[src/hdl/battery_level_estimator_assert.svh]
// Assertion macros shared by the battery level estimator RTL.
`ifndef BATTERY_LEVEL_ESTIMATOR_ASSERT_SVH
`define BATTERY_LEVEL_ESTIMATOR_ASSERT_SVH

`ifndef NO_ASSERTIONS

// Same-cycle implication, checked at every rising edge outside reset.
`define BLE_ASSERT_IMPLY(label, clk, rst, ante, cons) \
   label: assert property (@(posedge clk) disable iff (rst) (ante) |-> (cons)) \
      else $error("assertion failed");

// Next-cycle implication, checked at every rising edge outside reset.
`define BLE_ASSERT_NEXT(label, clk, rst, ante, cons) \
   label: assert property (@(posedge clk) disable iff (rst) (ante) |=> (cons)) \
      else $error("assertion failed");

`else

`define BLE_ASSERT_IMPLY(label, clk, rst, ante, cons)
`define BLE_ASSERT_NEXT(label, clk, rst, ante, cons)

`endif

`endif

[src/hdl/ble_pkg.sv]
// Types, widths and discharge-curve constants for the battery level estimator.
`default_nettype none
package ble_pkg;

   localparam int ADC_BITS   = 12;
   localparam int MV_W       = 14;
   localparam int THR_W      = 13;
   localparam int PCT_W      = 7;
   localparam int PROD_W     = ADC_BITS + MV_W;
   localparam int LUT_POINTS = 13;
   localparam int SEGS       = LUT_POINTS - 1;
   localparam int SEG_W      = 4;
   localparam int DELTA_W    = 7;
   localparam int STEP_W     = 4;
   localparam int NUM_W      = 10;
   localparam int STEP_MAX   = 10;

   typedef logic [SEG_W-1:0] seg_type;

   typedef enum logic [0:0] {
      CSR_FULL_SCALE    = 1'b0,
      CSR_LOW_THRESHOLD = 1'b1
   } csr_index_type;

   // Discharge curve, highest voltage first.
   localparam logic [MV_W-1:0] LUT_MV [LUT_POINTS] = '{
      14'd4150, 14'd4050, 14'd3970, 14'd3900, 14'd3800, 14'd3730, 14'd3670,
      14'd3610, 14'd3560, 14'd3500, 14'd3420, 14'd3350, 14'd3250
   };

   localparam logic [PCT_W-1:0] LUT_PCT [LUT_POINTS] = '{
      7'd100, 7'd95, 7'd90, 7'd80, 7'd70, 7'd60, 7'd50,
      7'd40, 7'd30, 7'd20, 7'd10, 7'd5, 7'd0
   };

   localparam logic [MV_W-1:0] FULL_SCALE_RESET    = 14'd6600;
   localparam logic [THR_W-1:0] LOW_THRESHOLD_RESET = 13'd3400;

   // Voltage span of segment s (between point s and point s+1).
   function automatic logic [DELTA_W-1:0] seg_span(input seg_type s);
      logic [MV_W-1:0] d;
      d = LUT_MV[s] - LUT_MV[SEG_W'(s + 1'b1)];
      return d[DELTA_W-1:0];
   endfunction

   // Percent step across segment s.
   function automatic logic [STEP_W-1:0] seg_step(input seg_type s);
      logic [PCT_W-1:0] d;
      d = LUT_PCT[s] - LUT_PCT[SEG_W'(s + 1'b1)];
      return d[STEP_W-1:0];
   endfunction

endpackage
`default_nettype wire

[src/hdl/battery_level_estimator.sv]
// Top level of the battery level estimator: four-stage conversion and interpolation pipeline.
`default_nettype none

// The block turns each ADC sample into battery millivolts as
// floor(adc_code * full_scale_mv / 4096), flags the sample as low when that
// voltage is strictly below low_threshold_mv, and estimates the state of
// charge by linear interpolation on a fixed 13-point lithium-polymer
// discharge curve, clamped to 100 at 4150 mV and above and to 0 at 3250 mV
// and below. It accepts one transfer per clock cycle while the result side
// does not stall, and passes each result through four register stages:
// the scaling multiply, the curve segment search, the small interpolation
// multiply, and the division by the segment span, done as a parallel compare
// against its multiples. A stall on the result side freezes the whole
// pipeline in place and is passed back to the input as req_stall in the
// same cycle, so nothing is dropped or repeated. The configuration registers
// are written through the csr_ port and must only change while no sample is
// in flight; they are not read back.
module battery_level_estimator
   import ble_pkg::*;
(
   input  wire logic                clock,
   input  wire logic                reset,

   input  wire logic                req_valid,
   output logic                     req_stall,
   input  wire logic [ADC_BITS-1:0] req_adc_code,

   output logic                     rsp_valid,
   input  wire logic                rsp_stall,
   output logic [MV_W-1:0]          rsp_battery_mv,
   output logic [PCT_W-1:0]         rsp_charge_percent,
   output logic                     rsp_low_battery,

   input  wire logic                csr_we,
   input  wire csr_index_type       csr_index,
   input  wire logic [MV_W-1:0]     csr_wdata
);

`include "battery_level_estimator_assert.svh"

   // Configuration registers.
   logic [MV_W-1:0]  full_scale_ff;
   logic [THR_W-1:0] low_threshold_ff;

   always_ff @(posedge clock) begin
      if (reset) begin
         full_scale_ff    <= FULL_SCALE_RESET;
         low_threshold_ff <= LOW_THRESHOLD_RESET;
      end else if (csr_we) begin
         case (csr_index)
            CSR_FULL_SCALE:    full_scale_ff    <= csr_wdata;
            CSR_LOW_THRESHOLD: low_threshold_ff <= csr_wdata[THR_W-1:0];
            default: ;
         endcase
      end
   end

   // The pipeline moves as one; it holds only while a result waits.
   logic advance;
   assign advance   = !(rsp_valid && rsp_stall);
   assign req_stall = !advance;

   // Stage 1: scale the sample.
   logic              s1_valid_ff, s1_valid_in;
   logic [PROD_W-1:0] s1_prod_ff, s1_prod_in;

   assign s1_valid_in = req_valid;
   assign s1_prod_in  = PROD_W'(req_adc_code) * PROD_W'(full_scale_ff);

   // Stage 2: locate the curve segment and the offset into it.
   logic               s2_valid_ff, s2_valid_in;
   logic [MV_W-1:0]    s2_mv_ff, s2_mv_in;
   logic               s2_low_ff, s2_low_in;
   seg_type            s2_seg_ff, s2_seg_in;
   logic [DELTA_W-1:0] s2_delta_ff, s2_delta_in;
   logic [MV_W-1:0]    s2_diff;

   assign s2_valid_in = s1_valid_ff;
   assign s2_mv_in    = s1_prod_ff[ADC_BITS +: MV_W];
   assign s2_low_in   = s2_mv_in < MV_W'(low_threshold_ff);

   always_comb begin
      s2_seg_in = SEG_W'(SEGS - 1);
      for (int k = 0; k < SEGS; k++) begin
         if (s2_mv_in <= LUT_MV[k] && s2_mv_in > LUT_MV[k+1]) begin
            s2_seg_in = SEG_W'(k);
         end
      end
      s2_diff = s2_mv_in - LUT_MV[SEG_W'(s2_seg_in + 1'b1)];
      // At or above the top point, the full first segment gives exactly 100.
      if (s2_mv_in >= LUT_MV[0]) begin
         s2_seg_in   = '0;
         s2_delta_in = seg_span('0);
      end else if (s2_mv_in <= LUT_MV[LUT_POINTS-1]) begin
         s2_delta_in = '0;
      end else begin
         s2_delta_in = s2_diff[DELTA_W-1:0];
      end
   end

   // Stage 3: offset times percent step.
   logic             s3_valid_ff, s3_valid_in;
   logic [MV_W-1:0]  s3_mv_ff;
   logic             s3_low_ff;
   seg_type          s3_seg_ff;
   logic [NUM_W-1:0] s3_num_ff, s3_num_in;

   assign s3_valid_in = s2_valid_ff;
   assign s3_num_in   = NUM_W'(s2_delta_ff) * NUM_W'(seg_step(s2_seg_ff));

   // Stage 4: divide by the segment span and add the segment base.
   logic              s4_valid_in;
   logic [STEP_W-1:0] s4_quot;
   logic [PCT_W-1:0]  s4_pct_in;
   logic [NUM_W-1:0]  s4_span;

   always_comb begin
      s4_quot = '0;
      s4_span = NUM_W'(seg_span(s3_seg_ff));
      // The quotient never exceeds the percent step, so a count of the
      // multiples of the span that fit is an exact floor division.
      for (int j = 1; j <= STEP_MAX; j++) begin
         if (s3_num_ff >= NUM_W'(j) * s4_span) begin
            s4_quot = s4_quot + 1'b1;
         end
      end
      s4_pct_in = LUT_PCT[SEG_W'(s3_seg_ff + 1'b1)] + PCT_W'(s4_quot);
   end

   assign s4_valid_in = s3_valid_ff;

   always_ff @(posedge clock) begin
      if (reset) begin
         s1_valid_ff <= 1'b0;
         s2_valid_ff <= 1'b0;
         s3_valid_ff <= 1'b0;
         rsp_valid   <= 1'b0;
      end else if (advance) begin
         s1_valid_ff <= s1_valid_in;
         s2_valid_ff <= s2_valid_in;
         s3_valid_ff <= s3_valid_in;
         rsp_valid   <= s4_valid_in;
      end
   end

   always_ff @(posedge clock) begin
      if (advance) begin
         s1_prod_ff         <= s1_prod_in;
         s2_mv_ff           <= s2_mv_in;
         s2_low_ff          <= s2_low_in;
         s2_seg_ff          <= s2_seg_in;
         s2_delta_ff        <= s2_delta_in;
         s3_mv_ff           <= s2_mv_ff;
         s3_low_ff          <= s2_low_ff;
         s3_seg_ff          <= s2_seg_ff;
         s3_num_ff          <= s3_num_in;
         rsp_battery_mv     <= s3_mv_ff;
         rsp_low_battery    <= s3_low_ff;
         rsp_charge_percent <= s4_pct_in;
      end
   end

   // Checks on the interpolation and the pipeline hold.
   `BLE_ASSERT_IMPLY(a_pct_range, clock, reset, rsp_valid, rsp_charge_percent <= PCT_W'(100))
   `BLE_ASSERT_IMPLY(a_top_clamp, clock, reset, rsp_valid && rsp_battery_mv >= LUT_MV[0], rsp_charge_percent == PCT_W'(100))
   `BLE_ASSERT_IMPLY(a_bottom_clamp, clock, reset, rsp_valid && rsp_battery_mv <= LUT_MV[LUT_POINTS-1], rsp_charge_percent == '0)
   `BLE_ASSERT_NEXT(a_hold, clock, reset, !advance, $stable({s1_valid_ff, s2_valid_ff, s3_valid_ff}))

endmodule
`default_nettype wire
[config.mk]
export PLATFORM = sky130hd
export DESIGN_NAME = battery_level_estimator
export DESIGN_NICKNAME = d
export VERILOG_FILES = /design/src/hdl/ble_pkg.sv /design/src/hdl/battery_level_estimator.sv
export VERILOG_INCLUDE_DIRS = /design/src /design/src/hdl
export SDC_FILE = /design/constraint.sdc
export NUM_CORES = 1
export LEC_CHECK = 0
export ABC_AREA = 1
export BUFFER_PORTS_ARGS = -buffer_cell sky130_fd_sc_hd__buf_4
export CORE_MARGIN = 1.5
export CORE_UTILIZATION = 50
export CTS_CLUSTER_DIAMETER = 80
export DETAILED_ROUTE_END_ITERATION = 10
export PLACE_DENSITY = 0.67
export SYNTH_ARGS = -nofsm -noshare
export SYNTH_HDL_FRONTEND = slang
export SYNTH_SLANG_ARGS = --single-unit
[constraint.sdc]
create_clock -name clock -period 14.37 [get_ports clock]
set_input_delay 2.1555 -clock clock [delete_from_list [all_inputs] [get_ports clock]]
set_output_delay 2.1555 -clock clock [all_outputs]
set_load 0.005 [all_outputs]
; Yosys cells after proc, flatten, opt, wreduce, memory -nomap -nowiden
; Memory sizes are Yosys's and may differ from the RTL's.
; Index checks and enable logic that the tools add are counted.
[word_totals]
input_bits = 32
ff_bits = 134
mem_bits_ro = 1008
n_memories = 6
[op_classes]
n_lt_le_gt_ge = 42
mul = 8
add_sub_neg = 16
mux = 35
n_bitwise = 6
reduce_logical = 16
[mem_list]
columns = memory, depth, word_bits, read_ports, rd_clocked_by_memory_dff, wr, line_no
row1 = (no name shown), 16, 14, 1, 0, 0, ble_pkg.sv:42  ; d = LUT_MV[s] - LUT_MV[SEG_W'(s + 1'b1)];
row2 = (no name shown), 16, 14, 1, 0, 0, ble_pkg.sv:42
row3 = (no name shown), 16, 14, 1, 0, 0, battery_level_estimator.sv:89  ; s2_diff = s2_mv_in - LUT_MV[SEG_W'(s2_seg_in + 1'b1)];
row4 = (no name shown), 16, 7, 1, 0, 0, battery_level_estimator.sv:127  ; s4_pct_in = LUT_PCT[SEG_W'(s3_seg_ff + 1'b1)] + PCT_W'(s4_quot);
row5 = (no name shown), 16, 7, 1, 0, 0, ble_pkg.sv:49  ; d = LUT_PCT[s] - LUT_PCT[SEG_W'(s + 1'b1)];
row6 = (no name shown), 16, 7, 1, 0, 0, ble_pkg.sv:49
[ops]
columns = cell, count
row1 = $gt A14 B12 Y1 const B, 12
row2 = $le A14 B12 Y1 const B, 12
row3 = $mux W4, 25
row4 = $mux W7, 9
row5 = $ge A10 B10 Y1, 6
row6 = $add A4 B1 Y4 const B, 12
row7 = $mul A12 B14 Y26, 1
row8 = $ge A5 B5 Y1 const B, 5
row9 = $not A4 Y5, 5
row10 = $ge A10 B9 Y1, 2
row11 = $mul A3 B7 Y10 const A, 2
row12 = $mul A2 B7 Y9 const A, 2
row13 = $ge A14 B13 Y1 const B, 1
row14 = $le A14 B13 Y1 const B, 1
row15 = $lt A14 B13 Y1, 1
row16 = $sub A7 B7 Y7, 2
row17 = $logic_and A1 B1 Y1, 13
row18 = $ge A10 B7 Y1, 1
row19 = $ge A10 B8 Y1, 1
row20 = $mul A4 B7 Y10 const A, 1
row21 = $mul A7 B4 Y10, 1
row22 = $mul A3 B7 Y9 const A, 1
row23 = $add A7 B4 Y7, 1
row24 = $reduce_and A2 Y1, 2
row25 = 4 further kinds, 4

; Longest topological paths before layout
; Gate-level depths: netlist of the first run.
[logic_depth]
word_depth = 27
ltp_mapped = 67
ltp_nobuf = 67

; Worst setup path after synthesis of the first run
; OpenSTA, ideal clock, no wires.
[synth_path]
path_type = flip-flop to flip-flop
start = reg s3_seg_ff[0]
end = reg rsp_charge_percent[6], data pin
arrival_ps = 8928
setup_slack_ps = 5184
path_buffers = 1
setup_ps = 258
required_time_ps = 14112
synth_period_minus_slack_ps = 9186
stages_incl_launch_ff = 59
cell_sequence = edfxtp_1 -> ha_1 -> inv_1 -> ha_1 -> buf_2 -> inv_2 -> o21ai_0 -> nand3_1 -> o21ai_0 -> fa_1 -> xor2_1 -> ha_1 -> a21oi_1 -> inv_1 -> a31oi_1 -> xnor2_1 -> ha_1 -> inv_1 -> (+23 left out) -> nand2_2 -> xnor2_1 -> o21ai_1 -> ha_1 -> or2_2 -> nand2_1 -> nor2_1 -> nand2_2 -> nand3_1 -> nand2_1 -> inv_1 -> ha_1 -> nand2_1 -> nor2_1 -> a211oi_1 -> nor2_1 -> nand2_1 -> xnor2_1
[synth_via]
elab_chain_len = 27
elab_cells_between_ends = 49
[synth_lines]
columns = item, line_no
row1 = "start, declared", battery_level_estimator.sv:105  ; seg_type s3_seg_ff;
row2 = "start signal, assigned", battery_level_estimator.sv:155  ; s3_seg_ff <= s2_seg_ff;
row3 = "parallel branches: the longest is 26 deep, another holds $mem_v2 Z16 W14", --
row4 = $add A7 B4 Y7 (*), battery_level_estimator.sv:127
row5 = named net s4_pct_in[6], battery_level_estimator.sv:114  ; logic [PCT_W-1:0] s4_pct_in;
row6 = "end signal, assigned", battery_level_estimator.sv:159  ; rsp_charge_percent <= s4_pct_in;
row7 = "end, declared", battery_level_estimator.sv:31  ; output logic [PCT_W-1:0] rsp_charge_percent,
; Mark *: on every way through the listed nets, which the timed path passes. The select of a mux whose other input is x is not followed.
; A chain may end at the register's enable or synchronous reset.

; Final worst setup path of the first run
; Same ends and word-level chain as after synthesis.

==> impl_table.tex, run 1 <==
\begin{tabular}{lr}
\hline
Metric & Value \\
\hline
\multicolumn{2}{l}{\textbf{Floorplanning}} \\
\quad Floorplan die area & 32100 um\^{}2 \\
\quad Die Wd & 179 um \\
\quad Die Height & 179 um \\
\quad Effective utilization at floorplan & 50.7\% \\
\quad Core area & 30600 um\^{}2 \\
\quad Site row count & 64 \\
\quad Number of ports placed on the die boundary & 56 \\
\multicolumn{2}{l}{\textbf{GRT}} \\
\quad Wire length of the first global-routing pass & 60.1 mm \\
\quad Pin count of the biggest net entering global routing & 84 \\
\quad Total grt overflow & 0 \\
\quad Via count of the first global-routing pass & 12500 \\
\quad Overall Global Routing Usage & 23.8\% \\
\quad Routing usage on met2 & 42.3\% \\
\quad Met3 GRT Util & 2.86\% \\
\quad GR met1 Demand/Resource & 29.8\% \\
\quad Most utilized layer in the global route result & met2 \\
\quad Antenna violations before repair & 0 \\
\multicolumn{2}{l}{\textbf{Setup path}} \\
\quad Crit path capture & rsp\_charge\_percent[6] \\
\quad Buf+Inv Stages, Crit Path & 10 \\
\quad Cell at the slowest stage of the critical path & sky130\_fd\_sc\_hd\_\_xor2\_1 \\
\quad Top delay family on crit path & adder cells \\
\quad Required @ worst endpoint & 14.56 ns \\
\quad Type of the worst setup path & register to register \\
\quad Number of gates on the worst path with buffers counted & 59 \\
\quad Launching point of the worst reg2reg path & s3\_seg\_ff[0] \\
\quad Largest incremental delay on the critical path & 0.70 ns \\
\quad Origin of the worst setup path & s3\_seg\_ff[0] \\
\quad Critical path arrival & 10.45 ns \\
\quad R2r setup slk & 4.10 ns \\
\quad Kind of start point of the critical path & register \\
\quad Endpoint class of the critical path & register \\
\quad Reg2Reg Capture Point & rsp\_charge\_percent[6] \\
\quad Maximum fanout along the worst path & 10 \\
\quad Number of cells on the worst reg-to-reg path & 59 \\
\multicolumn{2}{l}{\textbf{STA}} \\
\quad Highest achievable clock rate & 97.4 MHz \\
\quad TNS Setup & 0 ns \\
\quad Period utilisation layout & 71.4\% \\
\quad Relative slew slack & 25.7\% \\
\quad Worst Max-Slew Pin Slew & 1.11 ns \\
\quad Final slew viol count & 0 \\
\quad Final hold violation count & 0 \\
\quad Number of endpoints failing setup at the final stage & 0 \\
\quad Final period demand of the worst path & 10.27 ns \\
\quad Unrepaired setup endpoints after global routing & false \\
\quad Setup skew after layout & 0.0103 ns \\
\quad Worst path setup slack after routing & 4.10 ns \\
\multicolumn{2}{l}{\textbf{Synthesis}} \\
\quad Count of distinct cell types in the synthesized netlist & 63 \\
\quad Share of async-settable or async-resettable flops after synthesis & 0\% \\
\quad Most used flip-flop cell after synthesis & sky130\_fd\_sc\_hd\_\_edfxtp\_1 \\
\quad Number of cells produced by synthesis & 1937 \\
\quad Yosys synthesis warning count & 0 \\
\quad Mean Syn Cell Area & 8.01 um\^{}2 \\
\quad Cell area after technology mapping & 15500 um\^{}2 \\
\quad Yosys reg bits & 122 \\
\quad Net count after synthesis & 2319 \\
\quad Sequential cell area fraction in the yosys report & 21.6\% \\
\quad Post-synth EDFFs & 91 \\
\multicolumn{2}{l}{\textbf{Drt}} \\
\quad Mean routed wirelength per cell & 15.1 um \\
\quad Total via count after detailed routing & 12500 \\
\quad Router iterations before antenna repair & 5 \\
\quad Post-detailed-route via-to-cell ratio & 5.25 \\
\quad Detail Route Antenna Nets & 0 \\
\quad Count of unresolved DRC violations after routing & 0 \\
\quad 1st-iter DRT viols & 698 \\
\quad Detailed Route WL & 35.8 mm \\
\multicolumn{2}{l}{\textbf{Placement}} \\
\quad Worst setup slack after placement & 4.15 ns \\
\quad Count of buffers inserted at the top-level ports & 55 \\
\quad Post-DP HPWL & 28.1 mm \\
\quad Global placer's final weighted congestion & 0.917 \\
\multicolumn{2}{l}{\textbf{Clock tree}} \\
\quad CTS Buf Count & 17 \\
\quad Largest buffer count on any clock path & 2 \\
\quad Clock sink total & 122 \\
\quad Cell chosen for the clock root & sky130\_fd\_sc\_hd\_\_clkbuf\_16 \\
\quad Number of instances resized during post-cts repair & 0 \\
\quad CTS clk-pin slew, worst paths & 0.07 ns \\
\quad H-tree lvl count & 4 \\
\quad Worst-Skew Late Latency & 0.43 ns \\
\quad Clock tree from TritonCTS & built \\
\quad Number of buffers inserted by hold repair at cts & 0 \\
\quad Setup Fix Bufs, Post-CTS & 0 \\
\multicolumn{2}{l}{\textbf{Job}} \\
\quad MaxCap Viol Count & 0 \\
\multicolumn{2}{l}{\textbf{Hold path}} \\
\quad Hold Path Stages & 0 \\
\quad Worst hold path class & register to register \\
\multicolumn{2}{l}{\textbf{Layout}} \\
\quad Area growth from synthesis to final layout & 8.54\% \\
\quad Proportion of layout cells with a drive suffix above 1 & 8.22\% \\
\quad Layout Nets & 2352 \\
\quad Count of inserted antenna diode cells & 0 \\
\multicolumn{2}{l}{\textbf{Status}} \\
\quad Status & finished, final reports clean \\
\hline
\end{tabular}
==> cells in the mapped netlist (3+ instances only) <==
| cell | n | area, um^2 |
|---|---|---|
| sky130_fd_sc_hd__a21oi_2 | 4 | 35.0 |
| sky130_fd_sc_hd__fa_1 | 140 | 2800 |
| sky130_fd_sc_hd__ha_1 | 210 | 2630 |
| sky130_fd_sc_hd__nor3_1 | 14 | 70.1 |
| sky130_fd_sc_hd__nor2_1 | 150 | 563 |
| sky130_fd_sc_hd__clkbuf_1 | 38 | 143 |
| sky130_fd_sc_hd__xnor2_1 | 20 | 175 |
| sky130_fd_sc_hd__nor2_4 | 3 | 33.8 |
| sky130_fd_sc_hd__a21oi_1 | 84 | 420 |
| sky130_fd_sc_hd__xor2_1 | 31 | 272 |
| sky130_fd_sc_hd__or2_2 | 7 | 43.8 |
| sky130_fd_sc_hd__nand3_1 | 67 | 335 |
| sky130_fd_sc_hd__nand4_1 | 14 | 87.6 |
| sky130_fd_sc_hd__o21a_1 | 5 | 37.5 |
| sky130_fd_sc_hd__a211oi_1 | 6 | 45.0 |
| sky130_fd_sc_hd__o2111ai_1 | 3 | 26.3 |
| sky130_fd_sc_hd__dfxtp_1 | 31 | 621 |
| sky130_fd_sc_hd__nand2_1 | 410 | 1540 |
| sky130_fd_sc_hd__nor2_2 | 4 | 25.0 |
| sky130_fd_sc_hd__nand2_2 | 27 | 169 |
| sky130_fd_sc_hd__a31oi_1 | 10 | 62.6 |
| sky130_fd_sc_hd__edfxtp_1 | 91 | 2730 |
| sky130_fd_sc_hd__o211ai_1 | 10 | 75.1 |
| sky130_fd_sc_hd__o21ai_0 | 77 | 385 |
| sky130_fd_sc_hd__o22ai_1 | 4 | 25.0 |
| sky130_fd_sc_hd__nor4_1 | 5 | 31.3 |
| sky130_fd_sc_hd__a21o_1 | 7 | 52.6 |
| sky130_fd_sc_hd__inv_2 | 7 | 26.3 |
| sky130_fd_sc_hd__o21bai_1 | 6 | 45.0 |
| sky130_fd_sc_hd__o31ai_1 | 5 | 37.5 |
| sky130_fd_sc_hd__inv_1 | 391 | 1470 |
| sky130_fd_sc_hd__nand3_2 | 15 | 150 |
==> layout make-up <==
cell class	instances	area [um^2]
fill	2860	13800
multi-input combinational	1375	10500
sequential	122	3350
inverter	398	1490
tap	396	495
clock buffer	17	425
timing repair buffer	56	420
clock inverter	15	150
==> placed cells by master, fill, tap and decap left out, drive strengths merged, types with 15 or more instances in the layout <==
| cell | instances |
|---|---|
| nor2 | 157 |
| clkbuf | 17 |
| xnor2 | 20 |
| nand3 | 82 |
| nor3 | 15 |
| buf | 56 |
| ha | 210 |
| dfxtp | 31 |
| nand4 | 15 |
| nand2 | 439 |
| edfxtp | 91 |
| fa | 140 |
| a21oi | 88 |
| o21ai | 80 |
| xor2 | 31 |
| inv | 409 |
==> registers in the layout, summed over array words and instances, names as in the netlist, 4 cells and up <==
name	flops
full_scale_ff	14
rsp_battery_mv	14
s1_prod_ff	14
s2_mv_ff	14
s3_mv_ff	14
low_threshold_ff	13
s3_num_ff	10
rsp_charge_percent	7
s2_delta_ff	7
s2_seg_ff	4
s3_seg_ff	4
==> cells by family (layout without fill, tap and decap cells) <==
family | after synthesis | count (layout) | share of synthesized area [%]
and+or+nand+nor | 733 | 733 | 20.5
buffers and inverters | 440 | 486 | 10.8
adders and majority gates | 351 | 351 | 35.1
AOI/OAI and AO/OA | 240 | 240 | 9.10
DFF | 122 | 122 | 21.6
xor gates and xnor gates | 51 | 51 | 2.88
==> worst min-delay path by stage <==
| stage | start | end |
|---|---|---|
| floorplan | s3_mv_ff[0] | rsp_battery_mv[0] |
| global placement | s3_mv_ff[10] | rsp_battery_mv[10] |
| detailed placement | s2_mv_ff[11] | s3_mv_ff[11] |
| CTS | s2_mv_ff[2] | s3_mv_ff[2] |
| global route | s3_mv_ff[7] | rsp_battery_mv[7] |
| finish | s2_mv_ff[2] | s3_mv_ff[2] |
==> metrics by stage <==
step	utilization, %	hold WS [ns]	std cells	area [um^2]
finish	55.0	0.420	2379	16800
CTS	55.0	0.419	2379	16800
floorplan	-	0.400	1937	15500
global placement	53.1	0.403	2347	16300
global route	55.0	0.426	2379	16800
detailed placement	53.1	0.405	2347	16300
==> metal layers <==
layer	share of wire (%)	up-vias
li1	-	6239
met3	4.0	62
met2	49	285
met4	2.5	0
met5	0	-
met1	44	5910
Power of run 1 is not shown: default switching activity piles up to over one toggle a cycle in this logic, so the estimate is an artifact.
==> inputs of run 2 (changes only) <==
--- a/config.mk
+++ b/config.mk
@@ -12,7 +12,7 @@
 export CORE_UTILIZATION = 50
 export CTS_CLUSTER_DIAMETER = 80
 export DETAILED_ROUTE_END_ITERATION = 10
-export PLACE_DENSITY = 0.67
+export PLACE_DENSITY = 0.69
 export SYNTH_ARGS = -nofsm -noshare
 export SYNTH_HDL_FRONTEND = slang
 export SYNTH_SLANG_ARGS = --single-unit
==> constraint.sdc (replaced) <==
create_clock -name clock -period 9.2 [get_ports clock]
set_input_delay 1.38 -clock clock [delete_from_list [all_inputs] [get_ports clock]]
set_output_delay 1.38 -clock clock [all_outputs]
set_load 0.005 [all_outputs]
==> run 2 against run 1 <==
Effect of this change: core utilization rose by 1.8 points; clock-buffer cell count did not move; critical path type unchanged; register-to-register slack got worse by 3.6 ns; first-iteration DRC count fell by 4.6%; sequential share of layout area fell by 0.62 points; final area rose by 3.2%; sequential cell count did not move; hold slack got worse by 0.0055 ns; setup slack got worse by 3.6 ns; non-clock buffer count rose by 24; global-route usage barely moved.
==> impl_table.tex, run 2 (same netlist as run 1, synthesis figures left out) <==
\begin{tabular}{lr}
\hline
Metric & Value \\
\hline
\multicolumn{2}{l}{\textbf{Floorplanning}} \\
\quad Number of ports placed on the die boundary & 56 (unchanged) \\
\quad Effective utilization at floorplan & 50.7\% (unchanged) \\
\quad Site row count & 64 (unchanged) \\
\quad Die Wd & 179 um (unchanged) \\
\quad Core area & 30600 um\^{}2 (unchanged) \\
\quad Die Height & 179 um (unchanged) \\
\quad Floorplan die area & 32100 um\^{}2 (unchanged) \\
\multicolumn{2}{l}{\textbf{GRT}} \\
\quad Overall Global Routing Usage & 23.8\% (+0.048 points) \\
\quad Pin count of the biggest net entering global routing & 92 (+9.5\%) \\
\quad Total grt overflow & 0 (unchanged) \\
\quad Wire length of the first global-routing pass & 60.8 mm (+1.1\%) \\
\quad Antenna violations before repair & 0 (unchanged) \\
\quad Via count of the first global-routing pass & 12700 (+1.8\%) \\
\multicolumn{2}{l}{\textbf{STA}} \\
\quad Final period demand of the worst path & 8.70 ns (-1.57 ns) \\
\quad Worst-case hold slack & 0.414 ns (-0.00551 ns) \\
\quad Highest achievable clock rate & 115 MHz (+18\%) \\
\quad Worst Max-Slew Pin Slew & 1.20 ns (+0.0839 ns) \\
\quad Period utilisation layout & 94.5\% (+23 points) \\
\quad Number of endpoints failing setup at the final stage & 0 (unchanged) \\
\quad Final slew viol count & 0 (unchanged) \\
\quad Relative slew slack & 20.1\% (-5.6 points) \\
\quad Final hold violation count & 0 (unchanged) \\
\quad Setup skew after layout & 0.0142 ns (+0.00392 ns) \\
\multicolumn{2}{l}{\textbf{Drt}} \\
\quad Total via count after detailed routing & 12800 (+2.4\%) \\
\quad Detail Route Antenna Nets & 0 (unchanged) \\
\quad Post-detailed-route via-to-cell ratio & 5.33 (+1.4\%) \\
\quad 1st-iter DRT viols & 666 (-4.6\%) \\
\quad Router iterations before antenna repair & 6 (+1) \\
\quad Detailed Route WL & 36.9 mm (+3.1\%) \\
\quad Count of unresolved DRC violations after routing & 0 (unchanged) \\
\quad Mean routed wirelength per cell & 15.4 um (+2.1\%) \\
\multicolumn{2}{l}{\textbf{Placement}} \\
\quad Post-DP HPWL & 28.7 mm (+2.3\%) \\
\quad Count of buffers inserted at the top-level ports & 55 (unchanged) \\
\quad Global placer's final weighted congestion & 0.939 (+2.4\%) \\
\multicolumn{2}{l}{\textbf{Hold path}} \\
\quad Worst hold path class & register to register \\
\multicolumn{2}{l}{\textbf{Setup path}} \\
\quad Number of cells on the worst reg-to-reg path & 54 (-8.5\%) \\
\quad Reg2Reg Capture Point & rsp\_charge\_percent[6] \\
\quad Critical path arrival & 8.85 ns (-1.60 ns) \\
\quad Required @ worst endpoint & 9.36 ns (-5.20 ns) \\
\quad Largest incremental delay on the critical path & 0.53 ns (-0.17 ns) \\
\quad Crit-path most repeated cell & sky130\_fd\_sc\_hd\_\_nand2\_1 \\
\quad Maximum fanout along the worst path & 6 (-4) \\
\quad Cell at the slowest stage of the critical path & sky130\_fd\_sc\_hd\_\_fa\_2 \\
\quad Crit path capture & rsp\_charge\_percent[6] \\
\quad Kind of start point of the critical path & register \\
\quad R2r setup slk & 0.50 ns (-3.60 ns) \\
\quad Launching point of the worst reg2reg path & s3\_seg\_ff[1] \\
\quad Type of the worst setup path & register to register \\
\quad Origin of the worst setup path & s3\_seg\_ff[1] \\
\quad Endpoint class of the critical path & register \\
\multicolumn{2}{l}{\textbf{Clock tree}} \\
\quad Number of buffers inserted by hold repair at cts & 0 (unchanged) \\
\quad H-tree lvl count & 4 (unchanged) \\
\quad Cell chosen for the clock root & sky130\_fd\_sc\_hd\_\_clkbuf\_16 \\
\quad CTS clk-pin slew, worst paths & 0.07 ns (about the same) \\
\quad Clock sink total & 122 (unchanged) \\
\quad Largest buffer count on any clock path & 2 (unchanged) \\
\quad Worst-Skew Late Latency & 0.41 ns (-0.02 ns) \\
\quad CTS Buf Count & 17 (unchanged) \\
\quad Clock tree from TritonCTS & built \\
\multicolumn{2}{l}{\textbf{Layout}} \\
\quad Proportion of layout cells with a drive suffix above 1 & 11.5\% (+3.3 points) \\
\quad Area growth from synthesis to final layout & 12.0\% \\
\quad Most frequent cells in the layout & sky130\_fd\_sc\_hd\_\_nand2\_1 (406), sky130\_fd\_sc\_hd\_\_inv\_1 (385), sky130\_fd\_sc\_hd\_\_ha\_1 (200) \\
\quad Layout Nets & 2376 (+1.0\%) \\
\quad Count of inserted antenna diode cells & 0 (unchanged) \\
\quad Most frequent standard cell in the layout excluding fill and tap cells & sky130\_fd\_sc\_hd\_\_nand2\_1 \\
\multicolumn{2}{l}{\textbf{Status}} \\
\quad Status & finished, final reports clean \\
\multicolumn{2}{l}{\textbf{Job}} \\
\quad MaxCap Viol Count & 0 (unchanged) \\
\hline
\end{tabular}
## run 2: cell count changes in the layout (fill, tap and decap cells not counted), sizes merged
cell / before / now
inv: 409 / 405
clkinv: 3 / 2
bufinv: 0 / 2
buf: 56 / 80
clkinvlp: 1 / 4
## run 2: worst min-delay path by stage
stage,from,to,slack [ns],cells after the start
after CTS,s2_mv_ff[2],s3_mv_ff[2],0.41,0
after floorplan,s3_mv_ff[0],rsp_battery_mv[0],0.40,0
after detailed placement,s2_mv_ff[1],s3_mv_ff[1],0.41,0
final,s2_mv_ff[2],s3_mv_ff[2],0.41,0
after global placement,s3_mv_ff[1],rsp_battery_mv[1],0.40,0
after global routing,s2_mv_ff[2],s3_mv_ff[2],0.41,0
## run 2: timing repair
action / in CTS / in global routing
endpoints found under the setup margin: 2 / 6
buffers inserted: 0 / 11
pin swaps: 1 / 13
gates resized for setup: 8 / 60
## run 2: per-layer routing
layer	GRT usage, %	wire [um]
met5	0	0
met4	6.68	682
met3	2.65	1350
met2	43.8	19100
met1	29.3	15800
## run 2: cell type report
class,count,area [um^2]
clock buffers,17,425
well taps,396,495
multi-input cells,1375,10800
fillers,2790,13200
inverters,398,1500
repair buffers,80,616
flip-flops and latches,122,3350
clock inverters,15,178
## run 2: metrics by stage
stage	area, um^2	setup WS, ns	utilization (%)	TNS (ns)	std cells
final	17400	0.505	56.8	0	2403
after global routing	17400	-0.0583	56.8	-0.0841	2403
after CTS	17000	0.00823	55.5	0	2392
after detailed placement	16400	-0.0898	53.5	-0.0898	2360
after global placement	16400	0.142	53.5	0	2360
after floorplan	15500	0.0143	-	0	1937
## run 2: critical path, delay by kind of cell, from the launching register on
family,cells,cell delay (ns)
DFF,1,0.44
and+or+nand+nor,24,2.47
AOI/OAI and AO/OA,7,0.92
adders and majority gates,13,3.80
xor gates and xnor gates,2,0.21
buffers and inverters,8,0.56
Power of run 2 is left out for the same reason.
